## src/design/sud_pkg.sv

```systemverilog
// ----------------------------------------------------------------------------
// Divider package
// Types and constants shared by the divider sequencer, datapath and top level.
// ----------------------------------------------------------------------------
package sud_pkg;

	localparam logic ACTION_UNSIGNED = 1'b0;
	localparam logic ACTION_SIGNED   = 1'b1;

	typedef struct packed {
		logic load;
		logic step;
		logic finish;
	} ctrl_t;

endpackage

```

## src/design/sud_req_if.sv

```systemverilog
// ----------------------------------------------------------------------------
// Divider request channel
// Valid/ready channel that carries one division transaction.
// ----------------------------------------------------------------------------
interface sud_req_if #(
	parameter int DATA_WIDTH = 32
);
	logic                  valid;
	logic                  ready;
	logic                  action;
	logic [DATA_WIDTH-1:0] dividend;
	logic [DATA_WIDTH-1:0] divisor;

	modport source (output valid, output action, output dividend, output divisor,
		input ready);
	modport sink (input valid, input action, input dividend, input divisor,
		output ready);
endinterface

```

## src/design/sud_rsp_if.sv

```systemverilog
// ----------------------------------------------------------------------------
// Divider response channel
// Valid/ready channel that carries the quotient and remainder of a transaction.
// ----------------------------------------------------------------------------
interface sud_rsp_if #(
	parameter int DATA_WIDTH = 32
);
	logic                  valid;
	logic                  ready;
	logic [DATA_WIDTH-1:0] quotient;
	logic [DATA_WIDTH-1:0] remainder;

	modport source (output valid, output quotient, output remainder, input ready);
	modport sink (input valid, input quotient, input remainder, output ready);
endinterface

```

## src/design/sud_seq.sv

```systemverilog
// ----------------------------------------------------------------------------
// Divider sequencer
// Steps the shared subtract unit once per quotient bit and hands the result
// to the output register when it is free.
// ----------------------------------------------------------------------------
module sud_seq #(
	parameter int DATA_WIDTH = 32
) (
	input  logic           clk,
	input  logic           arst_n,
	input  logic           in_valid,
	output logic           in_ready,
	input  logic           out_full,
	input  logic           out_ready,
	output sud_pkg::ctrl_t ctrl
);
	import sud_pkg::*;

	localparam int CW = (DATA_WIDTH > 1) ? $clog2(DATA_WIDTH) : 1;

	localparam logic [1:0] ST_IDLE = 2'd0;
	localparam logic [1:0] ST_RUN  = 2'd1;
	localparam logic [1:0] ST_DONE = 2'd2;

	logic [1:0]    state_q;
	logic [CW-1:0] count_q;

	always_comb begin
		in_ready    = (state_q == ST_IDLE);
		ctrl.load   = in_ready && in_valid;
		ctrl.step   = (state_q == ST_RUN);
		ctrl.finish = (state_q == ST_DONE) && (!out_full || out_ready);
	end

	always_ff @(posedge clk or negedge arst_n) begin
		if (!arst_n) begin
			state_q <= ST_IDLE;
			count_q <= '0;
		end else begin
			case (state_q)
				ST_IDLE: begin
					if (ctrl.load) begin
						state_q <= ST_RUN;
						count_q <= CW'(DATA_WIDTH - 1);
					end
				end
				ST_RUN: begin
					if (count_q == '0) begin
						state_q <= ST_DONE;
					end else begin
						count_q <= count_q - CW'(1);
					end
				end
				ST_DONE: begin
					if (ctrl.finish) begin
						state_q <= ST_IDLE;
					end
				end
				default: begin
					state_q <= ST_IDLE;
				end
			endcase
		end
	end

endmodule

```

## src/design/sud_datapath.sv

```systemverilog
// ----------------------------------------------------------------------------
// Divider datapath
// Operand magnitudes, the shared restoring subtract step and the sign fix-up.
// ----------------------------------------------------------------------------
module sud_datapath #(
	parameter int DATA_WIDTH = 32
) (
	input  logic                  clk,
	input  sud_pkg::ctrl_t        ctrl,
	input  logic                  action,
	input  logic [DATA_WIDTH-1:0] dividend,
	input  logic [DATA_WIDTH-1:0] divisor,
	output logic [DATA_WIDTH-1:0] quotient,
	output logic [DATA_WIDTH-1:0] remainder
);
	import sud_pkg::*;

	localparam int W = DATA_WIDTH;
	localparam logic [W-1:0] ONE = W'(1);

	logic [W-1:0] rem_q;
	logic [W-1:0] quo_q;
	logic [W-1:0] den_q;
	logic         rneg_q;
	logic         qneg_q;
	logic         zero_q;

	logic         a_neg;
	logic         b_neg;
	logic [W-1:0] a_mag;
	logic [W-1:0] b_mag;
	logic [W-1:0] shifted;
	logic [W:0]   diff;

	always_comb begin
		a_neg   = (action == ACTION_SIGNED) && dividend[W-1];
		b_neg   = (action == ACTION_SIGNED) && divisor[W-1];
		a_mag   = a_neg ? (~dividend + ONE) : dividend;
		b_mag   = b_neg ? (~divisor + ONE) : divisor;
		shifted = {rem_q[W-2:0], quo_q[W-1]};
		diff    = {rem_q[W-1], shifted} - {1'b0, den_q};
	end

	always_ff @(posedge clk) begin
		if (ctrl.load) begin
			rem_q  <= '0;
			quo_q  <= a_mag;
			den_q  <= b_mag;
			rneg_q <= a_neg;
			qneg_q <= a_neg ^ b_neg;
			zero_q <= (divisor == '0);
		end else if (ctrl.step) begin
			if (!diff[W]) begin
				rem_q <= diff[W-1:0];
				quo_q <= {quo_q[W-2:0], 1'b1};
			end else begin
				rem_q <= shifted;
				quo_q <= {quo_q[W-2:0], 1'b0};
			end
		end
	end

	always_comb begin
		if (zero_q) begin
			quotient  = '0;
			remainder = '0;
		end else begin
			quotient  = qneg_q ? (~quo_q + ONE) : quo_q;
			remainder = rneg_q ? (~rem_q + ONE) : rem_q;
		end
	end

endmodule

```

## src/design/signed_unsigned_int_divider.sv

```systemverilog
// ----------------------------------------------------------------------------
// Signed and unsigned integer divider
// Radix-2 restoring divider for unsigned or two's complement operands.
// ----------------------------------------------------------------------------
// A transaction on the request channel carries the mode, dividend and divisor.
// The block answers each one with a single transaction on the response channel
// that carries the quotient, truncated toward zero, and the remainder, which
// takes the dividend's sign in signed mode. A zero divisor gives zero results.
// One shared subtract unit retires one quotient bit per cycle. A transaction
// loads the operand magnitudes, runs one subtract step per quotient bit and
// writes the sign-fixed results into the output register. The request channel
// is ready only while the sequencer is idle, so a new request is not taken
// until the previous division has been handed to the output register. The
// result waits in the output register while the receiver stalls; the next
// request is still taken and divided, and its result is held in the datapath
// until the output register frees up. Reset empties the output register and
// returns the sequencer to idle.
// ----------------------------------------------------------------------------
module signed_unsigned_int_divider #(
	parameter int DATA_WIDTH = 32
) (
	input  logic      clk,
	input  logic      arst_n,
	sud_req_if.sink   req,
	sud_rsp_if.source rsp
);
	import sud_pkg::*;

	ctrl_t                 ctrl;
	logic [DATA_WIDTH-1:0] quotient;
	logic [DATA_WIDTH-1:0] remainder;
	logic                  out_valid_q;
	logic [DATA_WIDTH-1:0] quotient_q;
	logic [DATA_WIDTH-1:0] remainder_q;

	sud_seq #(
		.DATA_WIDTH(DATA_WIDTH)
	) u_seq (
		.clk      (clk),
		.arst_n   (arst_n),
		.in_valid (req.valid),
		.in_ready (req.ready),
		.out_full (out_valid_q),
		.out_ready(rsp.ready),
		.ctrl     (ctrl)
	);

	sud_datapath #(
		.DATA_WIDTH(DATA_WIDTH)
	) u_datapath (
		.clk      (clk),
		.ctrl     (ctrl),
		.action   (req.action),
		.dividend (req.dividend),
		.divisor  (req.divisor),
		.quotient (quotient),
		.remainder(remainder)
	);

	always_ff @(posedge clk or negedge arst_n) begin
		if (!arst_n) begin
			out_valid_q <= 1'b0;
		end else if (ctrl.finish) begin
			out_valid_q <= 1'b1;
		end else if (rsp.ready) begin
			out_valid_q <= 1'b0;
		end
	end

	always_ff @(posedge clk) begin
		if (ctrl.finish) begin
			quotient_q  <= quotient;
			remainder_q <= remainder;
		end
	end

	assign rsp.valid     = out_valid_q;
	assign rsp.quotient  = quotient_q;
	assign rsp.remainder = remainder_q;

`ifndef SYNTHESIS
	a_busy_after_accept: assert property (@(posedge clk) disable iff (!arst_n)
		(req.valid && req.ready) |=> !req.ready)
		else $error("Request accepted while a division was already in progress.");

	a_finish_not_idle: assert property (@(posedge clk) disable iff (!arst_n)
		ctrl.finish |-> !req.ready)
		else $error("Result handed over while the sequencer was idle.");

	a_finish_fills_output: assert property (@(posedge clk) disable iff (!arst_n)
		ctrl.finish |=> rsp.valid)
		else $error("Finished division did not reach the output register.");

	a_valid_from_finish: assert property (@(posedge clk) disable iff (!arst_n)
		$rose(rsp.valid) |-> $past(ctrl.finish))
		else $error("Response became valid without a finished division.");
`endif

endmodule

```

## src/flat_wrapper.sv

```systemverilog
// flat-port wrapper written by rule: the top's interface ports become plain ports
module signed_unsigned_int_divider_flat import sud_pkg::*;
#(
	parameter int DATA_WIDTH = 32
)
  (clk, arst_n, req_valid, req_action, req_dividend, req_divisor, req_ready, rsp_valid, rsp_quotient, rsp_remainder, rsp_ready);
  sud_req_if #(.DATA_WIDTH(DATA_WIDTH)) req_i ();
  sud_rsp_if #(.DATA_WIDTH(DATA_WIDTH)) rsp_i ();
  input  logic clk;
  input  logic arst_n;
  input wire logic [$bits(req_i.valid)-1:0] req_valid;
  input wire logic [$bits(req_i.action)-1:0] req_action;
  input wire logic [$bits(req_i.dividend)-1:0] req_dividend;
  input wire logic [$bits(req_i.divisor)-1:0] req_divisor;
  output wire logic [$bits(req_i.ready)-1:0] req_ready;
  output wire logic [$bits(rsp_i.valid)-1:0] rsp_valid;
  output wire logic [$bits(rsp_i.quotient)-1:0] rsp_quotient;
  output wire logic [$bits(rsp_i.remainder)-1:0] rsp_remainder;
  input wire logic [$bits(rsp_i.ready)-1:0] rsp_ready;
  assign req_i.valid = req_valid;
  assign req_i.action = req_action;
  assign req_i.dividend = req_dividend;
  assign req_i.divisor = req_divisor;
  assign req_ready = req_i.ready;
  assign rsp_valid = rsp_i.valid;
  assign rsp_quotient = rsp_i.quotient;
  assign rsp_remainder = rsp_i.remainder;
  assign rsp_i.ready = rsp_ready;
  signed_unsigned_int_divider #(.DATA_WIDTH(DATA_WIDTH)) u_core (.clk(clk), .arst_n(arst_n), .req(req_i), .rsp(rsp_i));
endmodule
```

## config.mk

```make
export PLATFORM = sky130hd
export DESIGN_NAME = signed_unsigned_int_divider_flat
export DESIGN_NICKNAME = d
export VERILOG_FILES = /design/src/design/sud_pkg.sv /design/src/design/sud_req_if.sv /design/src/design/sud_rsp_if.sv /design/src/design/sud_seq.sv /design/src/design/sud_datapath.sv /design/src/design/signed_unsigned_int_divider.sv /design/src/flat_wrapper.sv
export SDC_FILE = /design/constraint.sdc
export NUM_CORES = 1
export LEC_CHECK = 0
export BUFFER_PORTS_ARGS = -buffer_cell sky130_fd_sc_hd__buf_2
export CORE_ASPECT_RATIO = 1.2
export CORE_MARGIN = 4
export CORE_UTILIZATION = 64
export DETAILED_ROUTE_END_ITERATION = 16
export PLACE_DENSITY_LB_ADDON = 0.12
export SYNTH_ARGS = -nofsm -noshare
export SYNTH_HDL_FRONTEND = slang
export SYNTH_SLANG_ARGS = --single-unit
```

## constraint.sdc

```tcl
create_clock -name clk -period 11.7 [get_ports clk]
set_clock_uncertainty 0.05 [all_clocks]
set_input_delay 2.34 -clock clk [delete_from_list [all_inputs] [get_ports clk]]
set_output_delay 2.34 -clock clk [all_outputs]
set_load 0.05 [all_outputs]
```

==> qor.yml, run 1 <==
clock_network:
  cts_buffer_depth: 2
  post_cts_buffers: 0
  clkTransAtPathRegs_ps: 70
  ctsResizeCount: 0
  cts-root-buf: "clkbuf_16"
  clock_latency_ps: 430
  clock_sinks: 171
  tritoncts: "built"
  numCtsBuffers: 17
  cts_hold_buffers: 0
  htree_levels: 4
critical_path:
  critical_path_class: "in -> reg"
  crit_required_ps: 11810
  worstPathMaxFanout: 4
  cp-start-kind: "input pin"
  arrival_ps: 4730
  setup.worst_path.end_class: "flip-flop"
yosys:
  ys_seq_elements: 171
  synth-async-reset-ratio: 0.0468
  seq_area_frac_synth: 0.438
  ys_warn_count: 0
  synth_cell_types: 62
  syn_inst: 1184
  synth-main-ff-cell: "edfxtp_1"
  synth_fp_nets: 1292
  netlist_area_um2: 10900
  avgSynthCellArea_um2: 9.21
  synth_edf_count: 131
placement:
  postPlaceCellArea_um2: 11700
  portBuffers: 134
  dp_cells: 1483
  gp_congestion: 0.973
  dp_hpwl_um: 19100
floorplanning:
  core_area_um2: 16800
  die_h_um: 151
  die-width_um: 127
  die_area_um2: 19200
  core.rowCount: 52
  io_pins: 135
  initial_core_util: 0.650
grt:
  grt_usage: 0.274
  grt_max_degree: 67
  grt_pass1_vias: 8687
  grt_pass1_wl_um: 42300
  antenna_found_initial: 6
  gr-total-overflow: 0
cells_and_area:
  fin_area_um2: 12300
  layout_commonest_cell: "nand2_1"
  fin_cells: 1518
  final_cell_mix: "nand2_1, buf_2, edfxtp_1, nor2_1, xor2_1"
  nFillCells: 1267
  syn_to_final_growth_pct: 12.8
  layout.nets: 1394
  layout-drive-gt1-share: 0.153
routing:
  drc: 0
  via_per_inst: 6.08
  wl_um: 26100
  wl_per_cell_um: 17.2
  vias: 9232
  drt_first_iter_violations: 674
  first_pass_iters: 5
  ant_nets: 0
timing:
  setup-tns-final_ps: 0
  final.min_clock_period_ps: 4620
  hold_viol_final: 0
  maxSlewHeadroom: 0.174
  tightest_slew_ps: 1240
  setup_viol: 0
  period_share: 0.395
  slew_violations: 0
  rsz0062_at_grt: "no"
  fmax_mhz: 216
pwr:
  combinationalPowerShare: 0.459
  switching_share: 0.429
  clkPwrFrac: 0.184
  netSwitchingPower_w: 0.00131
  ir_drop_mv: 0.120
  p_int_w: 0.00175
  powerDensity_nw_per_um2: 249
  leakage_nw: 5.03
  power_frac_seq: 0.356
status:
  status: "complete, no violations"
job:
  maxCapViolCount: 0
worst_hold_path:
  hp-class: "reg -> reg"
-- Yosys cell counts (all sizes together), types with 10 or more instances --
cell	n	area, um^2
nor2	114	430
o41ai	15	154
clkbuf	51	191
or3	18	113
ha	38	475
o211ai	33	248
o21ai	84	420
dfxtp	32	641
or4	18	150
o31ai	28	220
xor2	89	780
nand4	18	113
a21oi	62	310
a21o	14	105
nand3	18	90.1
nor4	13	93.8
nor3	24	125
a31oi	10	62.6
inv	52	195
nand2	151	567
xnor2	57	499
edfxtp	131	3930
-- per-stage QoR --
stage,power [W],worst slack (ps),utilization,hold WS (ps)
2_1_floorplan,0.00213,5830,-,412
3_3_place_gp,0.00244,6710,0.698,443
3_5_place_dp,0.00248,6660,0.698,441
4_1_cts,0.00305,7120,0.733,453
5_1_grt,0.00330,6910,0.733,491
6_report,0.00306,7080,0.733,459
-- kinds of logic after synthesis --
kind of cell / count (synthesis) / synth area share
buffers and inverters: 112 / 0.0389
adders and majority gates: 39 / 0.0454
and+or+nand+nor: 423 / 0.185
muxes: 2 / 0.00183
DFF: 171 / 0.438
xor gates and xnor gates: 146 / 0.117
AOI/OAI and AO/OA: 291 / 0.174
-- layout make-up --
cell class              count  area, um^2  share of cell area
repair buffers            143         738              0.0600
multi-input cells         901        5730               0.466
clock buffers              18         450              0.0366
inverters                  52         195              0.0159
diodes                      3        7.51            0.000610
flip-flops and latches    171        4770               0.388
well taps                 216         270              0.0220
clock inverters            14         141              0.0115
-- flip-flops by register name, indices dropped and copies added (netlist names) --
register                  count
u_core.u_datapath.zero_q      1
u_core.u_datapath.rem_q      32
u_core.u_datapath.quo_q      32
u_core.u_datapath.rneg_q      1
u_core.u_seq.state_q          2
u_core.u_seq.count_q          5
u_core.rsp.remainder         32
u_core.rsp.quotient          32
u_core.u_datapath.qneg_q      1
u_core.rsp.valid              1
u_core.u_datapath.den_q      32
-- worst paths after layout --
check	slack [ps]	depth (start not counted)	to	from
max	7080	9	u_core.u_datapath.quo_q[29]$_DFFE_PP_	req_dividend[4]
min	460	1	u_core.u_seq.count_q[0]$_DFFE_PN0P_	u_core.u_seq.count_q[0]$_DFFE_PN0P_
max reg2reg	7920	11	u_core.u_datapath.rem_q[5]$_SDFFE_PP0P_	u_core.u_datapath.rem_q[0]$_SDFFE_PP0P_
min reg2reg	460	1	u_core.u_seq.count_q[0]$_DFFE_PN0P_	u_core.u_seq.count_q[0]$_DFFE_PN0P_
max in group asynchronous	9750	1	u_core.u_seq.state_q[1]$_DFFE_PN0P_	arst_n
min in group asynchronous	1690	1	u_core.u_seq.count_q[0]$_DFFE_PN0P_	arst_n
-- per-layer routing --
layer,share of wire,vias to the layer above,GRT usage,wire length (um)
met2,0.51,368,0.495,13200
met5,0.0012,-,0,31
met4,0.029,8,0.105,769
met3,0.075,69,0.0529,1960
met1,0.39,4278,0.322,10100
li1,-,4509,-,-
-- power groups by stage --
stage	Sequential [W]	Clock [W]	Combinational, W
5_1_grt	0.00111	0.000601	0.00158
2_1_floorplan	0.00102	0	0.00111
4_1_cts	0.00109	0.000571	0.00140
3_5_place_dp	0.00110	0	0.00138
6_report	0.00109	0.000565	0.00141
3_3_place_gp	0.00109	0	0.00135
-- critical path, cell delays in order --
cell and delay, ps:
buf_2 120, nor4_2 390, nand4b_1 220, nor4b_1 660, and2_1 280, nand2_1 100, o41ai_1 320, xor2_1 210
o21ai_0 100
Power figures use the tool's default switching activity.
==> run 2: changes to the inputs <==
--- a/config.mk
+++ b/config.mk
@@ -8,7 +8,7 @@
 export BUFFER_PORTS_ARGS = -buffer_cell sky130_fd_sc_hd__buf_2
 export CORE_ASPECT_RATIO = 1.2
 export CORE_MARGIN = 4
-export CORE_UTILIZATION = 64
+export CORE_UTILIZATION = 59
 export DETAILED_ROUTE_END_ITERATION = 16
 export PLACE_DENSITY_LB_ADDON = 0.12
 export SYNTH_ARGS = -nofsm -noshare
==> constraint.sdc (replaced) <==
create_clock -name clk -period 4.55 [get_ports clk]
set_clock_uncertainty 0.05 [all_clocks]
set_input_delay 0.91 -clock clk [delete_from_list [all_inputs] [get_ports clk]]
set_output_delay 0.91 -clock clk [all_outputs]
set_load 0.05 [all_outputs]
==> qor.yml, run 2 (synthesized netlist as in run 1, its figures left out) <==
clock_network:
  post_cts_buffers: 0  # unchanged
  numCtsBuffers: 17  # unchanged
  tritoncts: "built"
  cts_buffer_depth: 2  # unchanged
  clock_sinks: 171  # unchanged
  cts_hold_buffers: 0  # unchanged
  ctsResizeCount: 0  # unchanged
  htree_levels: 4  # unchanged
  clock_latency_ps: 440  # about the same
  cts-root-buf: "clkbuf_16"
  clkTransAtPathRegs_ps: 70  # about the same
grt:
  gr-total-overflow: 0  # unchanged
  grt_pass1_vias: 8665  # -0.25%
  antenna_found_initial: 7  # +1
  grt_pass1_wl_um: 42200  # about the same
  grt_max_degree: 66  # -1.5%
  grt_usage: 0.250  # -0.0239
critical_path:
  ff2ff_path_depth: 12  # +1
  setup.worst_path.end_class: "flip-flop"
  rr_startpoint: "u_core.u_datapath.quo_q[31]$_DFFE_PP_"
  critical_path_class: "reg -> reg"
  cp-start-kind: "flip-flop"
  arrival_ps: 4050  # -680 ps
  rrSetupSlack_ps: 810  # -7110 ps
  cp-startpoint: "u_core.u_datapath.quo_q[31]$_DFFE_PP_"
  worstPathMaxFanout: 22  # +18
  crit_required_ps: 4860  # -6950 ps
  endpoint: "u_core.u_datapath.rem_q[28]$_SDFFE_PP0P_"
  r2r_end: "u_core.u_datapath.rem_q[28]$_SDFFE_PP0P_"
pwr:
  leakage_nw: 5.03  # about the same
  ir_drop_mv: 0.288  # +140%
  powerDensity_nw_per_um2: 634  # +150%
placement:
  dp_hpwl_um: 19500  # +2.2%
  pre_cts_ws_ps: 906  # -5750 ps
  gp_congestion: 0.945  # -2.8%
  portBuffers: 134  # unchanged
routing:
  ant_nets: 0  # unchanged
  drc: 0  # unchanged
  wl_per_cell_um: 16.7  # -2.8%
  wl_um: 25600  # -2.0%
  vias: 9043  # -2.0%
  first_pass_iters: 5  # unchanged
  drt_first_iter_violations: 751  # +11%
  via_per_inst: 5.91  # -2.9%
worst_hold_path:
  hp-class: "in -> async"
cells_and_area:
  layout.nets: 1397  # +0.22%
  layout-drive-gt1-share: 0.154  # +0.000415
  final_cell_mix: "nand2_1, buf_2, edfxtp_1, nor2_1, xor2_1"
  layout_commonest_cell: "nand2_1"
  nFillCells: 1506  # +19%
  syn_to_final_growth_pct: 13.0
timing:
  period_share: 0.822
  hold_viol_final: 0  # unchanged
  rsz0062_at_grt: "no"
  final.min_clock_period_ps: 3740
  maxSlewHeadroom: 0.304  # +0.129
  slew_violations: 0  # unchanged
  setup_viol: 0  # unchanged
  setup-tns-final_ps: 0  # unchanged
  fin_ws_ps: 809  # -6270 ps
  fmax_mhz: 267
  tightest_slew_ps: 1040  # -193 ps
floorplanning:
  initial_core_util: 0.600  # -0.0497
  core.rowCount: 54  # +3.8%
  io_pins: 135  # unchanged
  die_h_um: 157  # +3.9%
  core_area_um2: 18200  # +8.3%
  die_area_um2: 20700  # +8.0%
  die-width_um: 132  # +3.9%
status:
  status: "complete, no violations"
job:
  maxCapViolCount: 0  # unchanged
-- run 2: cell count changes in the layout (fill, tap and decap cells not counted), sizes merged --
cell      previous run  this run
clkinvlp             0         1
clkinv               4         6
inv                 62        60
diode                3         5
buf                143       146
clkbuf              18        17
-- run 2: critical path, stage by stage (launching register included) --
cell	delay, ps
edfxtp_1	370
inv_1	80
ha_1	230
fa_1	380
nand2b_1	190
a21oi_1	220
o21ai_0	180
a21oi_1	410
and4_1	360
or3_1	640
buf_4	300
o2111ai_1	140
o211ai_1	140
-- run 2: area by class of cell --
class,count,area [um^2],share of cell area
Clock buffer,17,425,0.0345
Sequential cell,171,4770,0.387
Antenna cell,5,12.5,0.00101
Inverter,52,195,0.0158
Clock inverter,15,150,0.0122
Multi-Input combinational cell,901,5730,0.465
Tap cell,224,280,0.0227
Timing Repair Buffer,146,761,0.0617
-- run 2: how the worst min path moves through the flow --
stage                                                    from                                  end  slack (ps)  depth (start not counted)
after floorplan           u_core.u_seq.count_q[0]$_DFFE_PN0P_  u_core.u_seq.count_q[0]$_DFFE_PN0P_         410                          1
after global placement    u_core.u_seq.count_q[0]$_DFFE_PN0P_  u_core.u_seq.count_q[0]$_DFFE_PN0P_         440                          1
after detailed placement  u_core.u_seq.count_q[0]$_DFFE_PN0P_  u_core.u_seq.count_q[0]$_DFFE_PN0P_         440                          1
after CTS                                              arst_n  u_core.u_seq.count_q[1]$_DFFE_PN0P_         250                          1
after global routing                                   arst_n         u_core.rsp.valid$_DFFE_PN0P_         250                          1
final                                                  arst_n  u_core.u_seq.count_q[1]$_DFFE_PN0P_         250                          1
-- run 2: stage by stage --
| step | util | hold WS [ps] | total power [W] | instances | area (um^2) |
|---|---|---|---|---|---|
| floorplan | - | 412 | 0.00548 | 1184 | 10900 |
| global placement | 0.646 | 440 | 0.00631 | 1494 | 11700 |
| detailed placement | 0.646 | 443 | 0.00637 | 1494 | 11700 |
| CTS | 0.678 | 247 | 0.00779 | 1526 | 12300 |
| global route | 0.678 | 251 | 0.00844 | 1530 | 12300 |
| finish | 0.678 | 250 | 0.00782 | 1531 | 12300 |
-- run 2: metal layers --
layer / wire [um] / up-vias / global-route usage / part of all wire
li1: - / 4526 / - / -
met4: 813 / 4 / 0.103 / 0.032
met3: 1540 / 46 / 0.0566 / 0.060
met1: 10600 / 4195 / 0.295 / 0.41
met2: 12700 / 272 / 0.444 / 0.49
met5: 20 / - / 0 / 0.00078
-- run 2: power breakdown --
| group | internal (W) | total, W | switching, W |
|---|---|---|---|
| registers | 0.00223 | 0.00278 | 0.000550 |
| logic | 0.00150 | 0.00361 | 0.00211 |
| clock network | 0.000730 | 0.00142 | 0.000690 |
